[config.mk]
export PLATFORM = sky130hd
export DESIGN_NAME = im2col_source_index
export DESIGN_NICKNAME = d
export VERILOG_FILES = /design/src/design/isi_pkg.sv /design/src/design/isi_cfg.sv /design/src/design/isi_divider.sv /design/src/design/im2col_source_index.sv
export SDC_FILE = /design/constraint.sdc
export NUM_CORES = 1
export LEC_CHECK = 0
export ABC_AREA = 1
export BUFFER_PORTS_ARGS = -buffer_cell sky130_fd_sc_hd__buf_2
export CORE_UTILIZATION = 40
export CTS_CLUSTER_SIZE = 20
export DETAILED_ROUTE_END_ITERATION = 10
export PLACE_DENSITY = 0.62
export REMOVE_ABC_BUFFERS = 1
export SLEW_MARGIN = 20
export SYNTH_ARGS = -nofsm -noshare
export SYNTH_HDL_FRONTEND = slang
export SYNTH_HIERARCHICAL = 1
export SYNTH_SLANG_ARGS = --single-unit
[constraint.sdc]
create_clock -name clk -period 10.9 [get_ports clk]
set_clock_uncertainty 0.1 [all_clocks]
set_input_delay 2.18 -clock clk [delete_from_list [all_inputs] [get_ports clk]]
set_output_delay 2.18 -clock clk [all_outputs]
set_load 0.01 [all_outputs]
[src/design/isi_pkg.sv]
// shared widths, register indexes and stage payload types for the im2col index generator
`default_nettype none

package isi_pkg;

  localparam int COL_W    = 16;
  localparam int ROW_W    = 16;
  localparam int BATCH_W  = 8;
  localparam int SX_W     = 17;
  localparam int SY_W     = 21;
  localparam int CHAN_W   = 16;
  localparam int CFG_W    = 12;
  localparam int CFG_IDX_W = 2;
  localparam int SMALL_W  = 4;
  localparam int AREA_W   = 8;
  localparam int OWID_W   = 12;
  localparam int PX_W     = 16;
  localparam int PY_W     = 20;

  localparam logic [CFG_IDX_W-1:0] REG_PADDING      = 2'd0;
  localparam logic [CFG_IDX_W-1:0] REG_STRIDE       = 2'd1;
  localparam logic [CFG_IDX_W-1:0] REG_KERNEL_SIZE  = 2'd2;
  localparam logic [CFG_IDX_W-1:0] REG_OUTPUT_WIDTH = 2'd3;

  typedef struct packed {
    logic [SMALL_W-1:0] padding;
    logic [SMALL_W-1:0] stride;
    logic [SMALL_W-1:0] kernel;
    logic [AREA_W-1:0]  area;
    logic [OWID_W-1:0]  width;
  } cfg_t;

  typedef struct packed {
    logic [CHAN_W-1:0]  chan;
    logic [BATCH_W-1:0] batch;
    logic [PX_W-1:0]    px;
    logic [PY_W-1:0]    py;
  } mid_t;

endpackage

`default_nettype wire

[src/design/isi_cfg.sv]
// configuration registers with zero-size fixups and precomputed kernel area
`default_nettype none

module isi_cfg (
  input  wire logic                          clk,
  input  wire logic                          rst,
  input  wire logic                          cfg_we,
  input  wire logic [isi_pkg::CFG_IDX_W-1:0] cfg_index,
  input  wire logic [isi_pkg::CFG_W-1:0]     cfg_data,
  output isi_pkg::cfg_t                      cfg
);
  import isi_pkg::*;

  logic [SMALL_W-1:0] k_eff;
  logic [OWID_W-1:0]  w_eff;
  logic [AREA_W-1:0]  area_next;

  // a zero kernel or width behaves as one
  assign k_eff = (cfg_data[SMALL_W-1:0] == '0) ? SMALL_W'(1) : cfg_data[SMALL_W-1:0];
  assign w_eff = (cfg_data[OWID_W-1:0] == '0) ? OWID_W'(1) : cfg_data[OWID_W-1:0];
  assign area_next = AREA_W'({4'b0, k_eff} * {4'b0, k_eff});

  always_ff @(posedge clk) begin
    if (rst) begin
      cfg.padding <= SMALL_W'(0);
      cfg.stride  <= SMALL_W'(1);
      cfg.kernel  <= SMALL_W'(3);
      cfg.area    <= AREA_W'(9);
      cfg.width   <= OWID_W'(28);
    end else if (cfg_we) begin
      unique case (cfg_index)
        REG_PADDING:      cfg.padding <= cfg_data[SMALL_W-1:0];
        REG_STRIDE:       cfg.stride  <= cfg_data[SMALL_W-1:0];
        REG_KERNEL_SIZE: begin
          cfg.kernel <= k_eff;
          cfg.area   <= area_next;
        end
        REG_OUTPUT_WIDTH: cfg.width   <= w_eff;
        default: ;
      endcase
    end
  end

endmodule

`default_nettype wire

[src/design/isi_divider.sv]
// pipelined restoring divider, a fixed number of quotient bits per stage
`default_nettype none

module isi_divider #(
  parameter int W      = 16,
  parameter int D      = 12,
  parameter int STAGES = 4
) (
  input  wire logic              clk,
  input  wire logic [STAGES-1:0] en,
  input  wire logic [W-1:0]      dividend,
  input  wire logic [D-1:0]      divisor,
  output logic      [W-1:0]      quotient,
  output logic      [D-1:0]      remainder
);

  localparam int B = W / STAGES;

  logic [D-1:0] rem      [STAGES];
  logic [W-1:0] work     [STAGES];
  logic [D-1:0] rem_next [STAGES];
  logic [W-1:0] work_next[STAGES];

  // work holds the unconsumed dividend bits on top and the quotient bits below
  always_comb begin
    logic [D-1:0] r;
    logic [W-1:0] w;
    logic [D:0]   trial;
    for (int s = 0; s < STAGES; s++) begin
      r = (s == 0) ? '0 : rem[(s == 0) ? 0 : s-1];
      w = (s == 0) ? dividend : work[(s == 0) ? 0 : s-1];
      for (int b = 0; b < B; b++) begin
        trial = {r, w[W-1]};
        w = {w[W-2:0], 1'b0};
        if (trial >= {1'b0, divisor}) begin
          trial = trial - {1'b0, divisor};
          w[0] = 1'b1;
        end
        r = trial[D-1:0];
      end
      rem_next[s]  = r;
      work_next[s] = w;
    end
  end

  always_ff @(posedge clk) begin
    for (int s = 0; s < STAGES; s++) begin
      if (en[s]) begin
        rem[s]  <= rem_next[s];
        work[s] <= work_next[s];
      end
    end
  end

  assign quotient  = work[STAGES-1];
  assign remainder = rem[STAGES-1];

endmodule

`default_nettype wire

[src/design/im2col_source_index.sv]
// top level: im2col source coordinate pipeline
// Takes one request per cycle while the output side does not stall and presents
// source_x, source_y, channel and batch from the registers of stage seven. Stages one
// to four run two restoring dividers side by side (column by output width, row by
// kernel area), four quotient bits per stage; stages five and six split the patch
// offset by the kernel size while the stride products are formed; stage seven adds
// the kernel offset and subtracts padding. Every stage holds its own valid bit, so
// bubbles are squeezed out and a stall at the output loses nothing. Configuration
// writes take effect at once and are meant to happen while the pipeline is empty.
`default_nettype none

module im2col_source_index (
  input  wire logic                          clk,
  input  wire logic                          rst,
  input  wire logic                          cfg_we,
  input  wire logic [isi_pkg::CFG_IDX_W-1:0] cfg_index,
  input  wire logic [isi_pkg::CFG_W-1:0]     cfg_data,
  input  wire logic                          in_valid,
  output logic                               in_ready,
  input  wire logic [isi_pkg::COL_W-1:0]     column_index,
  input  wire logic [isi_pkg::ROW_W-1:0]     row_index,
  input  wire logic [isi_pkg::BATCH_W-1:0]   batch_number,
  output logic                               out_valid,
  input  wire logic                          out_ready,
  output logic signed [isi_pkg::SX_W-1:0]    source_x,
  output logic signed [isi_pkg::SY_W-1:0]    source_y,
  output logic      [isi_pkg::CHAN_W-1:0]    channel,
  output logic      [isi_pkg::BATCH_W-1:0]   batch_out
);
  import isi_pkg::*;

  localparam int NSTAGE   = 7;
  localparam int DIV_STG  = 4;
  localparam int OFF_STG  = 2;

  cfg_t cfg;

  logic [NSTAGE-1:0] valid_q;
  logic [NSTAGE:0]   adv;
  logic [BATCH_W-1:0] batch_q [DIV_STG];

  logic [COL_W-1:0]  prow;
  logic [OWID_W-1:0] pcol;
  logic [CHAN_W-1:0] chan;
  logic [AREA_W-1:0] offset;
  logic [AREA_W-1:0] krow;
  logic [SMALL_W-1:0] kcol;

  mid_t mid4, mid5, mid4_next;

  isi_cfg u_cfg (
    .clk       (clk),
    .rst       (rst),
    .cfg_we    (cfg_we),
    .cfg_index (cfg_index),
    .cfg_data  (cfg_data),
    .cfg       (cfg)
  );

  // a stage may load when it is empty or its contents move on
  always_comb begin
    adv[NSTAGE] = out_ready;
    for (int s = NSTAGE-1; s >= 0; s--) begin
      adv[s] = !valid_q[s] || adv[s+1];
    end
  end

  assign in_ready  = adv[0];
  assign out_valid = valid_q[NSTAGE-1];

  always_ff @(posedge clk) begin
    if (rst) begin
      valid_q <= '0;
    end else begin
      for (int s = 0; s < NSTAGE; s++) begin
        if (adv[s]) begin
          valid_q[s] <= (s == 0) ? in_valid : valid_q[(s == 0) ? 0 : s-1];
        end
      end
    end
  end

  isi_divider #(.W(COL_W), .D(OWID_W), .STAGES(DIV_STG)) u_col_div (
    .clk       (clk),
    .en        (adv[DIV_STG-1:0]),
    .dividend  (column_index),
    .divisor   (cfg.width),
    .quotient  (prow),
    .remainder (pcol)
  );

  isi_divider #(.W(ROW_W), .D(AREA_W), .STAGES(DIV_STG)) u_row_div (
    .clk       (clk),
    .en        (adv[DIV_STG-1:0]),
    .dividend  (row_index),
    .divisor   (cfg.area),
    .quotient  (chan),
    .remainder (offset)
  );

  isi_divider #(.W(AREA_W), .D(SMALL_W), .STAGES(OFF_STG)) u_off_div (
    .clk       (clk),
    .en        (adv[DIV_STG+OFF_STG-1:DIV_STG]),
    .dividend  (offset),
    .divisor   (cfg.kernel),
    .quotient  (krow),
    .remainder (kcol)
  );

  always_ff @(posedge clk) begin
    for (int s = 0; s < DIV_STG; s++) begin
      if (adv[s]) begin
        batch_q[s] <= (s == 0) ? batch_number : batch_q[(s == 0) ? 0 : s-1];
      end
    end
  end

  // stride products
  always_comb begin
    mid4_next.chan  = chan;
    mid4_next.batch = batch_q[DIV_STG-1];
    mid4_next.px    = PX_W'({4'b0, pcol} * {12'b0, cfg.stride});
    mid4_next.py    = PY_W'({4'b0, prow} * {16'b0, cfg.stride});
  end

  always_ff @(posedge clk) begin
    if (adv[DIV_STG]) begin
      mid4 <= mid4_next;
    end
    if (adv[DIV_STG+1]) begin
      mid5 <= mid4;
    end
    if (adv[NSTAGE-1]) begin
      source_x  <= $signed({1'b0, mid5.px}) - $signed({13'b0, cfg.padding})
                 + $signed({13'b0, kcol});
      source_y  <= $signed({1'b0, mid5.py}) - $signed({17'b0, cfg.padding})
                 + $signed({17'b0, krow[SMALL_W-1:0]});
      channel   <= mid5.chan;
      batch_out <= mid5.batch;
    end
  end

  // a pipeline with an empty last stage always has room for a request
  a_room_when_drained: assert property (@(posedge clk) disable iff (rst)
    !valid_q[NSTAGE-1] |-> in_ready)
    else $error("in_ready low with empty output stage");

  // an accepted request is held in the first stage on the next cycle
  a_accept_fills: assert property (@(posedge clk) disable iff (rst)
    in_valid && in_ready |=> valid_q[0])
    else $error("accepted request lost at stage one");

  // padding can pull coordinates at most fifteen below zero
  a_coord_floor: assert property (@(posedge clk) disable iff (rst)
    out_valid |-> (source_x >= -17'sd15) && (source_y >= -21'sd15))
    else $error("source coordinate below padding floor");

endmodule

`default_nettype wire
Word level (Yosys, flattened, before mapping) --
Memory sizes are Yosys's and may differ from the RTL's. A register that Yosys moved wholly into a read port is not among the register bits. Cells that the tools add are included.
Storage, ports and cells: memories kept 7, output and inout port bits 64, bits of input ports 59, logic and storage cells 234, register bits 197, memory bits (writable) 264
Memories:
- u_col_div.work | depth 4, width 16, rd ports 4, clocked after memory_dff 0, wr ports 4, line isi_divider.sv:20 | logic [W-1:0] work [STAGES];
- u_row_div.work | depth 4, width 16, rd ports 4, clocked after memory_dff 1, wr ports 4, line isi_divider.sv:20
- u_col_div.rem | depth 4, width 12, rd ports 4, clocked after memory_dff 0, wr ports 4, line isi_divider.sv:19 | logic [D-1:0] rem [STAGES];
- batch_q | depth 4, width 8, rd ports 4, clocked after memory_dff 1, wr ports 4, line im2col_source_index.sv:40 | logic [BATCH_W-1:0] batch_q [DIV_STG];
- u_row_div.rem | depth 4, width 8, rd ports 4, clocked after memory_dff 0, wr ports 4, line isi_divider.sv:19
- u_off_div.work | depth 2, width 8, rd ports 2, clocked after memory_dff 0, wr ports 2, line isi_divider.sv:20
- 1 more memories
Operators by class: equal/unequal tests 3, multiplexer cells 94, reduce and logical (&&, ||, !) cells 21, magnitude comparators 40, $mul 3, $add $sub $neg 44
Operators with widths (number):
- $mux W12 | 17
- $ge A13 B12 Y1 | 15
- $sub A12 B12 Y12 | 15
- $ge A9 B8 Y1 | 15
- $mux W8 | 16
- $sub A8 B8 Y8 | 15
- $mux W1 | 52
- $mux W4 | 9
- $ge A5 B4 Y1 | 7
- $sub A4 B4 Y4 | 7
- $add A21 B5 Y21 | 1
- $sub A20 B4 Y21 | 1
- $mul A16 B4 Y20 | 1
- $add A17 B5 Y17 | 1
- $sub A16 B4 Y17 | 1
- $mul A12 B4 Y16 | 1
- $ge A1 B12 Y1 | 1
- $logic_not A12 Y1 | 1
- $sub A1 B12 Y12 | 1
- $ge A1 B8 Y1 | 1
- $mul A4 B4 Y8 | 1
- $reduce_and A2 Y1 | 4
- $sub A1 B8 Y8 | 1
- $logic_not A1 Y1 | 7
- other kinds (7) | 14

Depth between registers and ports, before layout --
word-level depth 10, gate-level depth with buffers 50, depth with buffers taken out 48

Modules after synthesis --
Netlist, hierarchy kept.
Modules (own cells, without submodules):
- isi_divider (u_col_div) | instances 1, cells each 2078, area each 14697.8 sq um
- im2col_source_index | instances 1, cells each 1366, area each 13002.5 sq um
- isi_divider (u_row_div) | instances 1, cells each 1326, area each 10173.5 sq um
- isi_divider (u_off_div) | instances 1, cells each 306, area each 2542.4 sq um
- isi_cfg | instances 1, cells each 171, area each 1312.5 sq um

Worst setup path before layout --
Ideal clock, no wire load.
kind input-to-reg, start input port column_index[15] in the netlist's numbering, end memory u_col_div.rem[0][11], data pin, setup slack 2.681 ns, setup time 0.255 ns, arrival time 7.864 ns, stages on the path 41, cells stage by stage inv_1 > ha_1 > inv_1 > ha_1 > nand2_1 > nand2_1 > nand2_2 > inv_2 > o21ai_1 > inv_1 > ha_1 > nand2_1 > nor2_1 > nand4_1 > nand3_1 > o21ai_1 > nand2_1 > buf_6 > (+5 left out) > o21a_1 > o311ai_0 > nand2_1 > nand3_4 > inv_4 > buf_6 > nand2_1 > o21ai_2 > ha_1 > nand2_1 > inv_1 > a221oi_1 > o311ai_0 > a21oi_1 > nand2_2 > buf_6 > nand2_1 > nand2_1
RTL lines:
- start, declared | line im2col_source_index.sv:20 | input wire logic [isi_pkg::COL_W-1:0] column_index,
- end, declared | line isi_divider.sv:19

==> impl_metrics.yaml <==
run_status:
  status: "finished, final reports clean"
placed_design:
  portBuffers: 122
  hpwl_microns: 77420
  dp_cells: 6695
  globalplace.congestion: 0.9140
  post-place-ws_ns: 1.813
final_layout:
  layout.cells.non_filler: 6802
  drive_above_1_share_pct: 9.626
  finish.utilization_pct: 44.55
  area_delta_synth_final_pct: 9.968
  final_common_cell: "nand2_1"
  final_nets: 5956
  final_cell_mix: "nand2_1 (1,508), inv_1 (889), edfxtp_1 (438)"
global_routing:
  grt_pass1_vias: 31750
  grt_max_degree: 70
  grt_antenna_before_repair: 9
  grt_pass1_wl_microns: 160700
  globalRouteTotalUtil_pct: 19.03
  grt.overflow.total: 0
floorplanning:
  die_h_microns: 323.9
  coreArea_sq_um: 102300
  start_util_pct: 40.52
  boundaryPins: 123
  die_width_microns: 323.9
  rows: 117
  die-area_sq_um: 104900
detailed_routing:
  drt_first_pass_iters: 5
  final_antenna_net_count: 0
  num_vias: 33450
  wl_per_cell_microns: 14.64
  via_per_inst: 4.918
  routed_wl_microns: 99590
  remaining_drc_errors: 0
  drtIter0Drc: 1988
critical_path:
  crit_path_frequent_cell: "nand2_1"
  cp-end-kind: "register"
  worst_setup_path_start_kind: "register"
  critPathMaxFanout: 19
  worstPathRequired_ns: 11.32
  slowest_delay_ns: 0.67
  worstSetupPathType: "reg -> reg"
  cp_slowest_cell: "inv_1"
  cp.arrival_ns: 9.30
clock_tree:
  root_buffer: "clkbuf_16"
  cts_buffers: 56
  h-tree-depth: 2
  cts.sinks: 475
  clkTransAtPathRegs_ns: 0.07
  ctsLongestPathBuffers: 3
  cts_setup_buffers: 0
  tritoncts: "built"
  hold_buffers: 0
  post_cts_resized: 0
  insertion_delay_ns: 0.65
timing:
  slew_headroom_pct: 30.78
  tightest_slew_ns: 1.037
  rsz0062_at_grt: "false"
  fin_setup_tns_ns: 0
  period_minus_slack_ns: 8.884
  hold_violations: 0
  setup_viol: 0
  worst_slack_ns: 2.016
  fin_crit_sh_pct: 81.51
  drv_slew: 0
  max_freq_mhz: 112.6
synth:
  synth_cells: 5235
  avgSynthCellArea_sq_um: 7.919
  yosysWarnings: 6
  syn_area_sq_um: 41460
hold_path:
  hold_path.class: "reg -> reg"
job:
  maxCapViolCount: 0
-- path summary, 6_finish.rpt --
path / startpoint / end / slack, ns / cells past startpoint
worst max register to register: u_cfg/cfg[1] / u_col_div/rem[3][8] / 2.02 / 43
worst min register to register: mid4[44] / mid5[44] / 0.31 / 0
worst max-delay path: u_cfg/cfg[1] / u_col_div/rem[3][8] / 2.02 / 43
worst min-delay path: mid4[44] / mid5[44] / 0.31 / 0
-- stage by stage --
| step | instance area [sq um] | hold slack, ns |
|---|---|---|
| 2_1_floorplan | 41000 | 0.3003 |
| 3_5_place_dp | 43610 | 0.3045 |
| 4_1_cts | 45590 | 0.3067 |
| 5_1_grt | 45590 | 0.3177 |
| 3_3_place_gp | 43610 | 0.3004 |
| 6_report | 45590 | 0.3102 |
-- critical path: cells and delay by family (launching register included) --
family | cells | cell delay [ns]
compound gates | 7 | 1.62
fa+ha+maj | 4 | 1.24
buf+inv | 6 | 1.77
flops | 1 | 0.31
simple gates | 26 | 3.67
-- sequential cells by signal (all words and copies together), names as in the netlist, 17 cells and up --
| register | flops |
|---|---|
| u_row_div/rem | 32 |
| u_cfg/cfg | 30 |
| u_col_div/work | 64 |
| source_x | 17 |
| source_y | 21 |
| mid5 | 60 |
| mid4 | 60 |
| u_col_div/rem | 48 |
| batch_q | 32 |
| u_row_div/work | 64 |
-- final cells by class --
type	count	area (sq um)
repair buffers	152	848.3
well taps	1368	1712
clock buffers	65	1476
flip-flops and latches	475	13890
fillers	10140	56740
multi-input cells	3778	23680
diodes	1	2.502
clock inverters	41	501.7
inverters	922	3475
-- layer usage --
layer / vias up / track usage [%] / routed length (microns)
met2: 709 / 31.39 / 44790
li1: 17340 / - / -
met5: - / 0 / 8
met4: 2 / 6.090 / 2997
met3: 168 / 2.341 / 4782
met1: 15230 / 25.82 / 47000
Power is left out: the tool's default activity adds up to more than one toggle a clock period on the data nets, which glitch-free logic cannot reach.
